File: src/hdl/edacc_pkg.sv
package edacc_pkg;

    // Channel count and configuration reset values
    localparam int CHANNELS_DEF = 4;

    localparam logic [15:0] TICKS_MAP_RST = 16'h4144;
    localparam logic [3:0]  POLARITY_RST  = 4'h0;
    localparam logic [15:0] L1_ON_RST     = 16'd35;
    localparam logic [15:0] L1_OFF_RST    = 16'd25;
    localparam logic [15:0] L2_ON_RST     = 16'd95;
    localparam logic [15:0] L2_OFF_RST    = 16'd70;
    localparam logic [7:0]  GAINS_RST     = 8'h42;
    localparam logic [15:0] IDLE_RST      = 16'd250;

    // Shared divider geometry: dividend, divisor and step counter widths
    localparam int DIV_NW = 41;
    localparam int DIV_DW = 17;
    localparam int DIV_SW = 6;

    // Significant dividend bits of each division
    localparam int NORM_BITS = 17;
    localparam int INST_BITS = 34;
    localparam int EMA_BITS  = 41;

    // Arithmetic constants
    localparam logic [16:0] TAU_MS      = 17'd90;
    localparam logic [17:0] SPEED_SCALE = 18'd256000;
    localparam logic [23:0] INST_MAX    = 24'hFFFF00;
    localparam logic [3:0]  MAX_GAIN    = 4'd8;

    // Speed levels
    localparam logic [1:0] LEVEL_ZERO = 2'd0;
    localparam logic [1:0] LEVEL_ONE  = 2'd1;
    localparam logic [1:0] LEVEL_TWO  = 2'd2;

    typedef enum logic [1:0] {
        FUNC_SYNC  = 2'd0,
        FUNC_PLAIN = 2'd1,
        FUNC_ACCEL = 2'd2
    } func_t;

    typedef enum logic [2:0] {
        REG_TICKS    = 3'd0,
        REG_POLARITY = 3'd1,
        REG_L1_ON    = 3'd2,
        REG_L1_OFF   = 3'd3,
        REG_L2_ON    = 3'd4,
        REG_L2_OFF   = 3'd5,
        REG_GAINS    = 3'd6,
        REG_IDLE     = 3'd7
    } cfg_reg_t;

    typedef enum logic [1:0] {
        DIR_NONE = 2'd0,
        DIR_POS  = 2'd1,
        DIR_NEG  = 2'd2
    } dir_t;

    typedef enum logic [3:0] {
        ST_IDLE,
        ST_PREP,
        ST_NORM_WAIT,
        ST_TIME,
        ST_INST_GO,
        ST_INST_WAIT,
        ST_EMA_MUL,
        ST_EMA_GO,
        ST_EMA_WAIT,
        ST_LEVEL,
        ST_GAIN,
        ST_OUT
    } state_t;

    typedef struct packed {
        logic              start;
        logic [DIV_SW-1:0] steps;
    } div_ctl_t;

    typedef struct packed {
        logic busy;
        logic done;
    } div_sts_t;

endpackage

File: src/hdl/edacc_div.sv
module edacc_div (
    input  logic                           clk,
    input  logic                           rst_n,
    input  edacc_pkg::div_ctl_t            ctl,
    input  logic [edacc_pkg::DIV_NW-1:0]   dividend,
    input  logic [edacc_pkg::DIV_DW-1:0]   divisor,
    output edacc_pkg::div_sts_t            sts,
    output logic [edacc_pkg::DIV_NW-1:0]   quotient,
    output logic [edacc_pkg::DIV_DW-1:0]   remainder
);
    import edacc_pkg::*;

    logic [DIV_NW-1:0] num_reg, num_next;
    logic [DIV_NW-1:0] quo_reg, quo_next;
    logic [DIV_DW-1:0] rem_reg, rem_next;
    logic [DIV_DW-1:0] den_reg, den_next;
    logic [DIV_SW-1:0] cnt_reg, cnt_next;
    logic              busy_reg, busy_next;
    logic              done_reg, done_next;
    logic [DIV_DW:0]   trial;
    logic [DIV_DW+1:0] diff;

    // One restoring step per cycle, dividend bits taken from the top
    always_comb
    begin
        trial     = {rem_reg, num_reg[DIV_NW-1]};
        diff      = {1'b0, trial} - {2'b00, den_reg};
        num_next  = num_reg;
        quo_next  = quo_reg;
        rem_next  = rem_reg;
        den_next  = den_reg;
        cnt_next  = cnt_reg;
        busy_next = busy_reg;
        done_next = 1'b0;
        if (ctl.start)
        begin
            num_next  = dividend;
            den_next  = divisor;
            rem_next  = '0;
            quo_next  = '0;
            cnt_next  = ctl.steps;
            busy_next = 1'b1;
        end
        else if (busy_reg)
        begin
            num_next = {num_reg[DIV_NW-2:0], 1'b0};
            if (!diff[DIV_DW+1])
            begin
                rem_next = diff[DIV_DW-1:0];
                quo_next = {quo_reg[DIV_NW-2:0], 1'b1};
            end
            else
            begin
                rem_next = trial[DIV_DW-1:0];
                quo_next = {quo_reg[DIV_NW-2:0], 1'b0};
            end
            cnt_next = cnt_reg - 1'b1;
            if (cnt_reg == DIV_SW'(1))
            begin
                busy_next = 1'b0;
                done_next = 1'b1;
            end
        end
    end

    // Control state
    always_ff @(posedge clk or negedge rst_n)
    begin
        if (!rst_n)
        begin
            busy_reg <= 1'b0;
            done_reg <= 1'b0;
            cnt_reg  <= '0;
        end
        else
        begin
            busy_reg <= busy_next;
            done_reg <= done_next;
            cnt_reg  <= cnt_next;
        end
    end

    // Datapath
    always_ff @(posedge clk)
    begin
        num_reg <= num_next;
        quo_reg <= quo_next;
        rem_reg <= rem_next;
        den_reg <= den_next;
    end

    assign sts.busy  = busy_reg;
    assign sts.done  = done_reg;
    assign quotient  = quo_reg;
    assign remainder = rem_reg;

endmodule

File: src/hdl/encoder_detent_accelerator_core.sv
// Channel   Direction  Width                     Contents
// s_axis    in         tdata 48, tuser 4         raw_count, now_ms / func, channel
// m_axis    out        tdata 24                  detent_delta, speed_level
// cfg       in         addr 3, data 16           register index and value
//
// One word at a time: s_tready is high only while the sequencer is idle.
// Sync, unused codes and zero-change words skip the divider; a plain delta takes one division
// and an accelerated delta three, all on the shared restoring divider (17, 34 and 41 steps).
// A finished result waits in the output register while the next word is taken.
// Reset clears all channel state and loads the register defaults.
module encoder_detent_accelerator_core #(
    parameter int CHANNELS = edacc_pkg::CHANNELS_DEF
) (
    input  logic        clk,
    input  logic        rst_n,
    input  logic        s_tvalid,
    output logic        s_tready,
    input  logic [47:0] s_tdata,   // [15:0] raw_count, [47:16] now_ms
    input  logic [3:0]  s_tuser,   // [1:0] func, [3:2] channel
    output logic        m_tvalid,
    input  logic        m_tready,
    output logic [23:0] m_tdata,   // [15:0] detent_delta, [17:16] speed_level, rest zero
    input  logic        cfg_we,
    input  logic [2:0]  cfg_addr,
    input  logic [15:0] cfg_data
);
    import edacc_pkg::*;

    localparam int CH_W = (CHANNELS > 1) ? $clog2(CHANNELS) : 1;

    // Configuration registers
    logic [15:0] ticks_map_reg;
    logic [3:0]  polarity_reg;
    logic [15:0] l1_on_reg, l1_off_reg, l2_on_reg, l2_off_reg;
    logic [7:0]  gains_reg;
    logic [15:0] idle_reg;

    // Channel state
    logic [15:0] plain_base_reg [CHANNELS];
    logic [15:0] accel_base_reg [CHANNELS];
    logic [4:0]  resid_reg      [CHANNELS];
    logic [31:0] stamp_reg      [CHANNELS];
    logic [23:0] ema_ch_reg     [CHANNELS];
    logic [1:0]  level_ch_reg   [CHANNELS];
    logic [1:0]  dir_ch_reg     [CHANNELS];

    // Sequencer and working registers
    state_t      state_reg, state_next;
    logic [1:0]  func_reg;
    logic [1:0]  ch_reg;
    logic [15:0] cur_reg;
    logic [31:0] now_reg;
    logic [16:0] mag_reg, mag_next;
    logic        neg_reg, neg_next;
    logic [3:0]  ticks_reg, ticks_next;
    logic [15:0] det_mag_reg, det_mag_next;
    logic [1:0]  lvl_reg, lvl_next;
    logic [15:0] dt_reg, dt_next;
    logic [23:0] ema_reg, ema_next;
    logic [23:0] inst_reg, inst_next;
    logic [33:0] prod_reg, prod_next;
    logic [30:0] prod_a_reg, prod_a_next;
    logic [39:0] prod_b_reg, prod_b_next;
    logic [1:0]  dir_reg, dir_next;
    logic [15:0] res_delta_reg, res_delta_next;
    logic [1:0]  res_level_reg, res_level_next;
    logic        out_valid_reg, out_valid_next;
    logic [15:0] out_delta_reg;
    logic [1:0]  out_level_reg;
    logic        out_load;

    // Channel state write controls
    logic        wr_sync, wr_plain, wr_accel, wr_resid, wr_track;
    logic [4:0]  resid_wdata;

    // Divider hookup
    div_ctl_t          div_ctl;
    div_sts_t          div_sts;
    logic [DIV_NW-1:0] div_dividend, div_quotient;
    logic [DIV_DW-1:0] div_divisor, div_remainder;

    // Combinational helpers
    logic [CH_W-1:0]   ch_idx;
    logic              ch_ok;
    logic [15:0]       base_sel, rd16;
    logic [17:0]       raw_s, scaled;
    logic [3:0]        tick_nib;
    logic [16:0]       q17;
    logic [31:0]       dt32;
    logic [15:0]       idle_eff;
    logic              over;
    logic [1:0]        dir_w;
    logic [23:0]       spd;
    logic [23:0]       on1, off1, on2, off2;
    logic [1:0]        lvl_new;
    logic [3:0]        gain;
    logic [16:0]       det_s17;
    logic signed [21:0] gprod;
    logic [40:0]       ema_sum;

    function automatic logic [3:0] clamp_gain(input logic [3:0] g);
        logic [3:0] r;
        r = g;
        if (g == 4'd0)
            r = 4'd1;
        else if (g > MAX_GAIN)
            r = MAX_GAIN;
        return r;
    endfunction

    assign ch_idx  = CH_W'(ch_reg);
    assign ch_ok   = (32'(ch_reg) < CHANNELS);
    assign ema_sum = {10'b0, prod_a_reg} + {1'b0, prod_b_reg};

    edacc_div u_div (
        .clk       (clk),
        .rst_n     (rst_n),
        .ctl       (div_ctl),
        .dividend  (div_dividend),
        .divisor   (div_divisor),
        .sts       (div_sts),
        .quotient  (div_quotient),
        .remainder (div_remainder)
    );

    // Divider operand selection by sequencer step
    always_comb
    begin
        case (state_reg)
            ST_INST_GO:
            begin
                div_dividend = {prod_reg, {(DIV_NW-INST_BITS){1'b0}}};
                div_divisor  = {1'b0, dt_reg};
            end
            ST_EMA_GO:
            begin
                div_dividend = ema_sum;
                div_divisor  = {1'b0, dt_reg} + TAU_MS;
            end
            default:
            begin
                div_dividend = {mag_next, {(DIV_NW-NORM_BITS){1'b0}}};
                div_divisor  = {13'b0, ticks_next};
            end
        endcase
    end

    // Sequencer: next state, working registers and state writes
    always_comb
    begin
        state_next     = state_reg;
        mag_next       = mag_reg;
        neg_next       = neg_reg;
        ticks_next     = ticks_reg;
        det_mag_next   = det_mag_reg;
        lvl_next       = lvl_reg;
        dt_next        = dt_reg;
        ema_next       = ema_reg;
        inst_next      = inst_reg;
        prod_next      = prod_reg;
        prod_a_next    = prod_a_reg;
        prod_b_next    = prod_b_reg;
        dir_next       = dir_reg;
        res_delta_next = res_delta_reg;
        res_level_next = res_level_reg;
        wr_sync        = 1'b0;
        wr_plain       = 1'b0;
        wr_accel       = 1'b0;
        wr_resid       = 1'b0;
        wr_track       = 1'b0;
        resid_wdata    = 5'd0;
        div_ctl.start  = 1'b0;
        div_ctl.steps  = DIV_SW'(NORM_BITS);
        out_load       = 1'b0;

        base_sel = (func_reg == FUNC_ACCEL) ? accel_base_reg[ch_idx] : plain_base_reg[ch_idx];
        rd16     = cur_reg - base_sel;
        raw_s    = {{2{rd16[15]}}, rd16};
        if (polarity_reg[ch_reg])
            raw_s = 18'd0 - raw_s;
        scaled   = raw_s + {{13{resid_reg[ch_idx][4]}}, resid_reg[ch_idx]};
        tick_nib = ticks_map_reg[{ch_reg, 2'b00} +: 4];
        q17      = div_quotient[16:0];

        dt32     = now_reg - stamp_reg[ch_idx];
        if (dt32 == 32'd0)
            dt32 = 32'd1;
        idle_eff = (idle_reg == 16'd0) ? 16'd1 : idle_reg;
        over     = dt32 > {16'b0, idle_eff};
        dir_w    = neg_reg ? DIR_NEG : DIR_POS;

        spd  = ema_reg;
        on1  = {l1_on_reg, 8'h00};
        off1 = {l1_off_reg, 8'h00};
        on2  = {l2_on_reg, 8'h00};
        off2 = {l2_off_reg, 8'h00};
        case (lvl_reg)
            LEVEL_ZERO: lvl_new = (spd >= on2) ? LEVEL_TWO :
                                  (spd >= on1) ? LEVEL_ONE : LEVEL_ZERO;
            LEVEL_ONE:  lvl_new = (spd >= on2) ? LEVEL_TWO :
                                  (spd < off1) ? LEVEL_ZERO : LEVEL_ONE;
            LEVEL_TWO:  lvl_new = (spd >= off2) ? LEVEL_TWO :
                                  (spd < off1) ? LEVEL_ZERO : LEVEL_ONE;
            default:    lvl_new = LEVEL_ZERO;
        endcase

        case (lvl_reg)
            LEVEL_TWO: gain = clamp_gain(gains_reg[7:4]);
            LEVEL_ONE: gain = clamp_gain(gains_reg[3:0]);
            default:   gain = 4'd1;
        endcase
        det_s17 = neg_reg ? (17'd0 - {1'b0, det_mag_reg}) : {1'b0, det_mag_reg};
        gprod   = $signed(det_s17) * $signed({1'b0, gain});

        case (state_reg)
            ST_IDLE:
            begin
                if (s_tvalid)
                    state_next = ST_PREP;
            end

            // Decode the word, take the raw change and start the tick division
            ST_PREP:
            begin
                res_delta_next = 16'd0;
                res_level_next = LEVEL_ZERO;
                lvl_next       = level_ch_reg[ch_idx];
                neg_next       = scaled[17];
                mag_next       = scaled[17] ? 17'(18'd0 - scaled) : scaled[16:0];
                ticks_next     = (tick_nib == 4'd0) ? 4'd1 : tick_nib;
                state_next     = ST_OUT;
                if (ch_ok)
                begin
                    case (func_reg)
                        FUNC_SYNC:
                        begin
                            wr_sync = 1'b1;
                        end
                        FUNC_PLAIN, FUNC_ACCEL:
                        begin
                            res_level_next = level_ch_reg[ch_idx];
                            // An accelerated word with no change leaves both baselines
                            wr_plain = (func_reg == FUNC_PLAIN) || (rd16 != 16'd0);
                            if (func_reg == FUNC_ACCEL)
                                wr_accel = (rd16 != 16'd0);
                            if (rd16 != 16'd0)
                            begin
                                if (scaled == 18'd0)
                                begin
                                    wr_resid    = 1'b1;
                                    resid_wdata = 5'd0;
                                end
                                else
                                begin
                                    div_ctl.start = 1'b1;
                                    div_ctl.steps = DIV_SW'(NORM_BITS);
                                    state_next    = ST_NORM_WAIT;
                                end
                            end
                        end
                        default:
                        begin
                            res_level_next = LEVEL_ZERO;
                        end
                    endcase
                end
            end

            // Truncate, force small sums to one detent, carry the residual
            ST_NORM_WAIT:
            begin
                if (div_sts.done)
                begin
                    wr_resid = 1'b1;
                    if (q17 == 17'd0)
                    begin
                        det_mag_next = 16'd1;
                        resid_wdata  = neg_reg ? ({1'b0, ticks_reg} - {1'b0, mag_reg[3:0]})
                                               : ({1'b0, mag_reg[3:0]} - {1'b0, ticks_reg});
                    end
                    else
                    begin
                        resid_wdata = neg_reg ? (5'd0 - {1'b0, div_remainder[3:0]})
                                              : {1'b0, div_remainder[3:0]};
                        if (!neg_reg && q17 > 17'd32767)
                            det_mag_next = 16'h7FFF;
                        else if (neg_reg && q17 > 17'd32768)
                            det_mag_next = 16'h8000;
                        else
                            det_mag_next = q17[15:0];
                    end
                    if (func_reg == FUNC_ACCEL)
                    begin
                        state_next = ST_TIME;
                    end
                    else
                    begin
                        res_delta_next = neg_reg ? (16'd0 - det_mag_next) : det_mag_next;
                        state_next     = ST_OUT;
                    end
                end
            end

            // Elapsed time, idle and reversal clears, inst speed numerator
            ST_TIME:
            begin
                dt_next   = over ? idle_eff : dt32[15:0];
                dir_next  = dir_w;
                if (over || dir_w != dir_ch_reg[ch_idx])
                begin
                    ema_next = 24'd0;
                    lvl_next = LEVEL_ZERO;
                end
                else
                begin
                    ema_next = ema_ch_reg[ch_idx];
                    lvl_next = level_ch_reg[ch_idx];
                end
                prod_next  = 34'(det_mag_reg) * 34'(SPEED_SCALE);
                state_next = ST_INST_GO;
            end

            ST_INST_GO:
            begin
                div_ctl.start = 1'b1;
                div_ctl.steps = DIV_SW'(INST_BITS);
                state_next    = ST_INST_WAIT;
            end

            // Saturate the instantaneous speed
            ST_INST_WAIT:
            begin
                if (div_sts.done)
                begin
                    if (div_quotient[33:0] > 34'(INST_MAX))
                        inst_next = INST_MAX;
                    else
                        inst_next = div_quotient[23:0];
                    state_next = ST_EMA_MUL;
                end
            end

            ST_EMA_MUL:
            begin
                prod_a_next = 31'(ema_reg) * 31'(TAU_MS);
                prod_b_next = 40'(inst_reg) * 40'(dt_reg);
                state_next  = ST_EMA_GO;
            end

            ST_EMA_GO:
            begin
                div_ctl.start = 1'b1;
                div_ctl.steps = DIV_SW'(EMA_BITS);
                state_next    = ST_EMA_WAIT;
            end

            ST_EMA_WAIT:
            begin
                if (div_sts.done)
                begin
                    ema_next   = div_quotient[23:0];
                    state_next = ST_LEVEL;
                end
            end

            // Hysteresis step and channel tracking update
            ST_LEVEL:
            begin
                lvl_next   = lvl_new;
                wr_track   = 1'b1;
                state_next = ST_GAIN;
            end

            // Apply level gain and saturate
            ST_GAIN:
            begin
                if (gprod > 22'sd32767)
                    res_delta_next = 16'h7FFF;
                else if (gprod < -22'sd32768)
                    res_delta_next = 16'h8000;
                else
                    res_delta_next = gprod[15:0];
                res_level_next = lvl_reg;
                state_next     = ST_OUT;
            end

            // Hand the result to the output register once it is free
            ST_OUT:
            begin
                if (!out_valid_reg || m_tready)
                begin
                    out_load   = 1'b1;
                    state_next = ST_IDLE;
                end
            end

            default:
            begin
                state_next = ST_IDLE;
            end
        endcase
    end

    assign out_valid_next = out_load ? 1'b1 : (m_tready ? 1'b0 : out_valid_reg);

    // Sequencer and output control
    always_ff @(posedge clk or negedge rst_n)
    begin
        if (!rst_n)
        begin
            state_reg     <= ST_IDLE;
            out_valid_reg <= 1'b0;
        end
        else
        begin
            state_reg     <= state_next;
            out_valid_reg <= out_valid_next;
        end
    end

    // Configuration writes
    always_ff @(posedge clk or negedge rst_n)
    begin
        if (!rst_n)
        begin
            ticks_map_reg <= TICKS_MAP_RST;
            polarity_reg  <= POLARITY_RST;
            l1_on_reg     <= L1_ON_RST;
            l1_off_reg    <= L1_OFF_RST;
            l2_on_reg     <= L2_ON_RST;
            l2_off_reg    <= L2_OFF_RST;
            gains_reg     <= GAINS_RST;
            idle_reg      <= IDLE_RST;
        end
        else if (cfg_we)
        begin
            case (cfg_reg_t'(cfg_addr))
                REG_TICKS:    ticks_map_reg <= cfg_data;
                REG_POLARITY: polarity_reg  <= cfg_data[3:0];
                REG_L1_ON:    l1_on_reg     <= cfg_data;
                REG_L1_OFF:   l1_off_reg    <= cfg_data;
                REG_L2_ON:    l2_on_reg     <= cfg_data;
                REG_L2_OFF:   l2_off_reg    <= cfg_data;
                REG_GAINS:    gains_reg     <= cfg_data[7:0];
                REG_IDLE:     idle_reg      <= cfg_data;
                default:      ;
            endcase
        end
    end

    // Channel state
    always_ff @(posedge clk or negedge rst_n)
    begin
        if (!rst_n)
        begin
            for (int i = 0; i < CHANNELS; i++)
            begin
                plain_base_reg[i] <= '0;
                accel_base_reg[i] <= '0;
                resid_reg[i]      <= '0;
                stamp_reg[i]      <= '0;
                ema_ch_reg[i]     <= '0;
                level_ch_reg[i]   <= LEVEL_ZERO;
                dir_ch_reg[i]     <= DIR_NONE;
            end
        end
        else
        begin
            if (wr_sync)
            begin
                plain_base_reg[ch_idx] <= cur_reg;
                accel_base_reg[ch_idx] <= cur_reg;
                resid_reg[ch_idx]      <= '0;
                stamp_reg[ch_idx]      <= now_reg;
                ema_ch_reg[ch_idx]     <= '0;
                level_ch_reg[ch_idx]   <= LEVEL_ZERO;
                dir_ch_reg[ch_idx]     <= DIR_NONE;
            end
            if (wr_plain)
                plain_base_reg[ch_idx] <= cur_reg;
            if (wr_accel)
                accel_base_reg[ch_idx] <= cur_reg;
            if (wr_resid)
                resid_reg[ch_idx] <= resid_wdata;
            if (wr_track)
            begin
                stamp_reg[ch_idx]    <= now_reg;
                ema_ch_reg[ch_idx]   <= ema_reg;
                level_ch_reg[ch_idx] <= lvl_new;
                dir_ch_reg[ch_idx]   <= dir_reg;
            end
        end
    end

    // Input capture and working datapath
    always_ff @(posedge clk)
    begin
        if (state_reg == ST_IDLE && s_tvalid)
        begin
            func_reg <= s_tuser[1:0];
            ch_reg   <= s_tuser[3:2];
            cur_reg  <= s_tdata[15:0];
            now_reg  <= s_tdata[47:16];
        end
        mag_reg       <= mag_next;
        neg_reg       <= neg_next;
        ticks_reg     <= ticks_next;
        det_mag_reg   <= det_mag_next;
        lvl_reg       <= lvl_next;
        dt_reg        <= dt_next;
        ema_reg       <= ema_next;
        inst_reg      <= inst_next;
        prod_reg      <= prod_next;
        prod_a_reg    <= prod_a_next;
        prod_b_reg    <= prod_b_next;
        dir_reg       <= dir_next;
        res_delta_reg <= res_delta_next;
        res_level_reg <= res_level_next;
        if (out_load)
        begin
            out_delta_reg <= res_delta_reg;
            out_level_reg <= res_level_reg;
        end
    end

    assign s_tready = (state_reg == ST_IDLE);
    assign m_tvalid = out_valid_reg;
    assign m_tdata  = {6'b0, out_level_reg, out_delta_reg};

endmodule

File: config.mk
export PLATFORM = sky130hd
export DESIGN_NAME = encoder_detent_accelerator_core
export DESIGN_NICKNAME = d
export VERILOG_FILES = /design/src/hdl/edacc_pkg.sv /design/src/hdl/edacc_div.sv /design/src/hdl/encoder_detent_accelerator_core.sv
export SDC_FILE = /design/constraint.sdc
export NUM_CORES = 2
export LEC_CHECK = 0
export BUFFER_PORTS_ARGS = -buffer_cell sky130_fd_sc_hd__buf_2
export CAP_MARGIN = 40
export CORE_MARGIN = 2
export CORE_UTILIZATION = 50
export DETAILED_ROUTE_END_ITERATION = 6
export GPL_TIMING_DRIVEN = 0
export MAX_ROUTING_LAYER = met4
export PLACE_DENSITY = 0.72
export SLEW_MARGIN = 20
export SYNTH_ARGS = -nofsm -noshare
export SYNTH_HDL_FRONTEND = slang
export SYNTH_HIERARCHICAL = 1
export SYNTH_SLANG_ARGS = --single-unit
File: constraint.sdc
create_clock -name clk -period 11.75 [get_ports clk]
set_clock_uncertainty 0.1 [all_clocks]
set_input_delay 1.175 -clock clk [delete_from_list [all_inputs] [get_ports clk]]
set_output_delay 1.175 -clock clk [all_outputs]
set_load 0.05 [all_outputs]
## Yosys cells after proc, flatten, opt, wreduce, memory -nomap -nowiden

Index checks and enable logic that the tools add are counted.

| operators by class | value |
|---|---|
| add/subtract/negate cells | 14 |
| $mul | 4 |
| magnitude comparators | 15 |
| equal/unequal tests | 30 |
| shifts and indexed selects | 1 |
| multiplexer cells | 147 |
| bitwise operators | 8 |
| reduce and logical (&&, ||, !) cells | 41 |

Operator list:

| cell | number |
|---|---|
| 16-bit 2-to-1 mux | 18 |
| 128-bit bitwise mux | 2 |
| 64-bit bitwise mux | 4 |
| 128-bit 2-to-1 mux | 2 |
| 64-bit 2-to-1 mux | 4 |
| 96-bit 2-to-1 mux | 2 |
| 32-bit 2-to-1 mux | 4 |
| 24-bit 2-to-1 mux | 5 |
| 96-bit bitwise AND | 1 |
| 96-bit bitwise mux | 1 |
| 96-bit inverter | 1 |
| 41-bit 2-to-1 mux | 2 |
| 41-bit one-hot mux with 2 select lines | 1 |
| 24-bit >= comparator | 3 |
| 17-bit 2-to-1 mux | 4 |
| 16-bit binary-select mux with 2-bit select | 2 |
| 32-bit binary-select mux with 2-bit select | 1 |
| 32-bit demux with 2-bit select | 1 |
| 4-bit 2-to-1 mux | 15 |
| 24-bit binary-select mux with 2-bit select | 1 |
| 24-bit demux with 2-bit select | 1 |
| 16-bit one-hot mux with 3 select lines | 1 |
| 24-bit one-hot mux with 2 select lines | 1 |
| 4-bit one-hot mux with 12 select lines | 1 |
| other kinds (85) | 182 |

| word-level totals | value |
|---|---|
| register bits | 905 |
| input bits | 76 |
| output and inout port bits | 26 |

## Depth between registers and ports, before layout

| depth | value |
|---|---|
| depth in word-level cells | 15 |
| gate-level depth with buffers | 34 |
| mapped depth without buffers | 30 |

## Cells and area by module

The synthesis kept the hierarchy.

By module, submodules not included:

| module | times used | cells an instance | area each (µm²) | sequential area each (µm²) |
|---|---|---|---|---|
| encoder_detent_accelerator_core | 1 | 5827 | 61879.3 | 20978.9 |
| edacc_div | 1 | 521 | 5918.2 | 3103.0 |

## Worst setup path before layout

No wires, ideal clock.

| timing | value |
|---|---|
| path type | register to register |
| from | reg ch_reg[0], in the netlist ch_idx[0] |
| to | reg u_div.num_reg[0] (enable) |
| library setup time | 0.395 ns |
| arrival | 9.975 ns |
| data required time | 11.255 ns |
| path slack | 1.279 ns |
| stages on the path, launching flop included | 30 |
| buffers on the path | 6 |
| clock period less this slack | 10.471 ns |
| path through | edfxtp_1 -> buf_2 -> buf_1 -> buf_1 -> buf_1 -> mux4_2 -> mux2i_1 -> ha_1 -> nor2b_1 -> o21a_1 -> or3_1 -> and2_1 -> nor3_1 -> nand3b_1 -> or2_2 -> nor3b_1 -> nor2_1 -> xor2_1 -> ha_1 -> clkbuf_8 -> nand3_1 -> nor3_1 -> o21ai_0 -> a211oi_1 -> or3_1 -> nor2_1 -> o41ai_1 -> clkbuf_1 -> nor2_1 -> inv_1 |

RTL lines:

| item | RTL line | text |
|---|---|---|
| start, declared | encoder_detent_accelerator_core.sv:50 | `logic [1:0] ch_reg;` |
| start signal, assigned | encoder_detent_accelerator_core.sv:501 | `ch_reg <= s_tuser[3:2];` |
| end signal, assigned | edacc_div.sv:86 | `num_reg <= num_next;` |
| end, declared | edacc_div.sv:13 | `logic [DIV_NW-1:0] num_reg, num_next;` |

==> impl_results.html <==
<table>
<tr><th>Metric</th><th>Value</th></tr>
<tr><th colspan="2">Synth</th></tr>
<tr><td>Number of instances in the synthesized netlist</td><td>6,326</td></tr>
<tr><td>Number of warning messages in the yosys log</td><td>6</td></tr>
<tr><td>Area of the mapped netlist</td><td>67,550 um^2</td></tr>
<tr><td>Per-instance average area after synthesis</td><td>10.68 um^2</td></tr>
<tr><th colspan="2">Hold path</th></tr>
<tr><td>Tightest Hold Check Type</td><td>in2async</td></tr>
<tr><th colspan="2">Setup path</th></tr>
<tr><td>Worst Reg-to-Reg Cells</td><td>32</td></tr>
<tr><td>CP required</td><td>12,060 ps</td></tr>
<tr><td>Class of the most critical setup path</td><td>reg2reg</td></tr>
<tr><td>Delay of the slowest cell on the worst path</td><td>580 ps</td></tr>
<tr><td>Worst Path Arrival</td><td>11,480 ps</td></tr>
<tr><td>Category of cells accounting for the largest share of critical-path delay</td><td>buffers and inverters</td></tr>
<tr><td>Type of origin of the critical path</td><td>flip-flop</td></tr>
<tr><td>Number of cells on the critical path</td><td>32</td></tr>
<tr><td>Slowest cell on the critical path</td><td>o41ai_2</td></tr>
<tr><td>Critical path endpoint category</td><td>flip-flop</td></tr>
<tr><td>Startpoint of the most critical register-to-register path</td><td>ch_idx[1]</td></tr>
<tr><td>R2r setup slk</td><td>580 ps</td></tr>
<tr><td>Timing startpoint of the critical path</td><td>ch_idx[1]</td></tr>
<tr><td>Reg-to-Reg End</td><td>u_div/num_reg[33]</td></tr>
<tr><td>Worst Path Max Fanout</td><td>22</td></tr>
<tr><td>WP buf/inv</td><td>10</td></tr>
<tr><th colspan="2">Placed design</th></tr>
<tr><td>Detailed Place HPWL</td><td>146,900 um</td></tr>
<tr><td>Routability Congestion</td><td>0.9727</td></tr>
<tr><td>Post-placement cell count</td><td>8,238</td></tr>
<tr><td>Post-Place Setup Slack</td><td>171.2 ps</td></tr>
<tr><td>IO buf count</td><td>91</td></tr>
<tr><th colspan="2">GRT</th></tr>
<tr><td>Global-route usage over all layers</td><td>28.64%</td></tr>
<tr><td>Number of antenna violations at the first check in global routing</td><td>2</td></tr>
<tr><td>First-pass GRT wire length</td><td>295,800 um</td></tr>
<tr><td>Vias in the first global route</td><td>50,850</td></tr>
<tr><td>Pin count of the biggest net entering global routing</td><td>106</td></tr>
<tr><td>Total global routing overflow</td><td>0</td></tr>
<tr><th colspan="2">Clock network</th></tr>
<tr><td>TritonCTS clock tree</td><td>done</td></tr>
<tr><td>Clock tree buffer depth</td><td>3</td></tr>
<tr><td>Number of buffers inserted during clock tree synthesis</td><td>99</td></tr>
<tr><td>Clock root buffer master</td><td>clkbuf_16</td></tr>
<tr><td>H-tree depth</td><td>3</td></tr>
<tr><td>Clock-pin slew on the worst setup and hold paths</td><td>60 ps</td></tr>
<tr><td># Post-CTS Setup Buffers</td><td>0</td></tr>
<tr><td>Clock sink count</td><td>905</td></tr>
<tr><td>Clock latency at the later pin of the worst-skew pair</td><td>740 ps</td></tr>
<tr><th colspan="2">STA</th></tr>
<tr><td>Number of hold violations in the final report</td><td>0</td></tr>
<tr><td>Relative slew slack</td><td>34.74%</td></tr>
<tr><td>Max Freq</td><td>89.52 MHz</td></tr>
<tr><td>Final critical path time including I/O delays and setup</td><td>11,170 ps</td></tr>
<tr><td>Slack of the critical path</td><td>578.8 ps</td></tr>
<tr><td>Setup violators final</td><td>0</td></tr>
<tr><td>Portion of the clock cycle consumed by the worst path in the final layout</td><td>95.07%</td></tr>
<tr><td>Setup repair after global routing missed its margin</td><td>false</td></tr>
<tr><td>Number of pins exceeding their max-slew limit in the final report</td><td>0</td></tr>
<tr><td>Transition time at the pin with the least slew margin</td><td>978.9 ps</td></tr>
<tr><th colspan="2">Drt</th></tr>
<tr><td>DRC viols</td><td>3</td></tr>
<tr><td>WL per Instance</td><td>22.47 um</td></tr>
<tr><td>DR pass1 iterations</td><td>7</td></tr>
<tr><td>Total Routed Length</td><td>189,500 um</td></tr>
<tr><td>Number of vias in the routed layout</td><td>49,660</td></tr>
<tr><td>Count of routing violations after the opening detailed-route iteration</td><td>3,864</td></tr>
<tr><td>Average via count per standard cell</td><td>5.888</td></tr>
<tr><td>Post-route antenna net violation count</td><td>0</td></tr>
<tr><th colspan="2">Floorplan</th></tr>
<tr><td>Die area</td><td>138,100 um^2</td></tr>
<tr><td>Core footprint</td><td>133,800 um^2</td></tr>
<tr><td>Die Width</td><td>371.6 um</td></tr>
<tr><td>Initial standard-cell utilization of the core</td><td>50.49%</td></tr>
<tr><td>I/O Pins</td><td>102</td></tr>
<tr><td>Height of the chip</td><td>371.6 um</td></tr>
<tr><td>Number of placement rows</td><td>134</td></tr>
<tr><th colspan="2">Pwr</th></tr>
<tr><td>Worst IR drop on VDD</td><td>0.0001360 V</td></tr>
<tr><td>Cell leakage power</td><td>0.03285 uW</td></tr>
<tr><td>PwrDens</td><td>95.53 nW/um^2</td></tr>
<tr><th colspan="2">Outcome</th></tr>
<tr><td>Status</td><td>finished, violations left</td></tr>
<tr><td>Failing checks</td><td>design-rule violations</td></tr>
<tr><th colspan="2">Cells and area</th></tr>
<tr><td>Final Instance Count excl. Fillers</td><td>8,433</td></tr>
<tr><td>Final net count</td><td>7,587</td></tr>
<tr><td>Number of filler cells placed in the layout</td><td>11,470</td></tr>
<tr><td>Layout cells sized above 1</td><td>14.47%</td></tr>
<tr><td>Flip-flop count of the largest register, all copies and words added</td><td>128</td></tr>
<tr><td>Area delta synth-&gt;final</td><td>10.16%</td></tr>
<tr><th colspan="2">Run</th></tr>
<tr><td>Max capacitance violation total</td><td>0</td></tr>
</table>
[cells in the final DEF (no fill, tap or decap), types with 23 or more instances in the layout]
cell	count
nor4_1	27
edfxtp_1	324
buf_6	33
o21bai_1	27
a211oi_1	36
o31ai_1	55
a211o_1	23
a31oi_1	32
inv_1	744
ha_1	490
nor2b_1	40
or3_1	24
nand2b_1	62
clkbuf_16	100
dfxtp_1	72
nand4_1	34
o21a_1	55
buf_1	29
a21oi_1	243
o211ai_1	30
and2_1	136
a22o_1	114
xnor2_1	152
dfrtp_1	482
fa_1	444
clkbuf_1	229
buf_2	109
nor3_1	84
xor2_1	59
nand3_1	71
mux2_2	390
and3_1	28
a21o_1	83
o21ai_0	219
mux2i_1	67
nor2_1	327
nand2_1	616
mux4_2	101
dfstp_2	27
[worst reg2reg max path: cells and delay by family (launching register included)]
kind,cells,cell delay (ps)
AO/OA/AOI/OAI,4,1690
multiplexers,2,700
buffers and inverters,10,3980
XOR/XNOR,1,200
flip-flops,1,430
AND/OR/NAND/NOR,13,3130
adder cells (fa/ha/maj),2,620
[metal layers]
| layer | vias to the layer above | global-route usage (%) | routed length (um) |
|---|---|---|---|
| met1 | 24980 | 36.32 | 78000 |
| met5 | - | - | 0 |
| met2 | 1749 | 46.09 | 90560 |
| met3 | 454 | 3.926 | 11440 |
| li1 | 22470 | - | - |
| met4 | 0 | 12.28 | 9530 |
[report_power, final]
group / switching, uW / internal, uW / total, uW
sequential: 60.3 / 3350 / 3410
clock: 1390 / 1860 / 3250
combinational: 254 / 197 / 451
[worst max-delay path by stage]
stage / endpoint / slack [ps]
4_1_cts: u_div/cnt_reg[3] / 80
6_report: u_div/num_reg[33] / 580
3_5_place_dp: u_div/cnt_reg[3] / 170
2_1_floorplan: u_div/num_reg[0] / 1280
5_1_grt: u_div/num_reg[34] / 60
3_3_place_gp: u_div/num_reg[33] / -2840
[timing repair]
| action | CTS | global route |
|---|---|---|
| gates resized for setup | 0 | 6 |
| setup endpoints to repair | 0 | 131 |
| hold buffers | 0 | 0 |
[stage by stage]
stage	cell area (um^2)	TNS [ps]	total power [uW]	util [%]	hold slack [ps]
3_3_place_gp	70240	-633730	3892	52.50	306.3
4_1_cts	74350	0	7151	55.57	236.9
3_5_place_dp	70950	0	3917	53.03	304.5
6_report	74420	0	7110	55.62	264.8
5_1_grt	74420	0	7342	55.62	279.4
2_1_floorplan	67580	0	3740	-	300.3
[cell type report]
| class | instances | area (um^2) | area share [%] |
|---|---|---|---|
| multi-input cells | 4401 | 39640 | 53.27 |
| flip-flops and latches | 905 | 23940 | 32.17 |
| inverters | 748 | 2808 | 3.773 |
| clock buffers | 127 | 2644 | 3.553 |
| well taps | 1768 | 2212 | 2.972 |
| plain buffers | 277 | 1241 | 1.668 |
| repair buffers | 145 | 1175 | 1.579 |
| clock inverters | 59 | 750.7 | 1.009 |
| diodes | 3 | 7.507 | 0.01009 |
(Power assumes the default switching activity.)
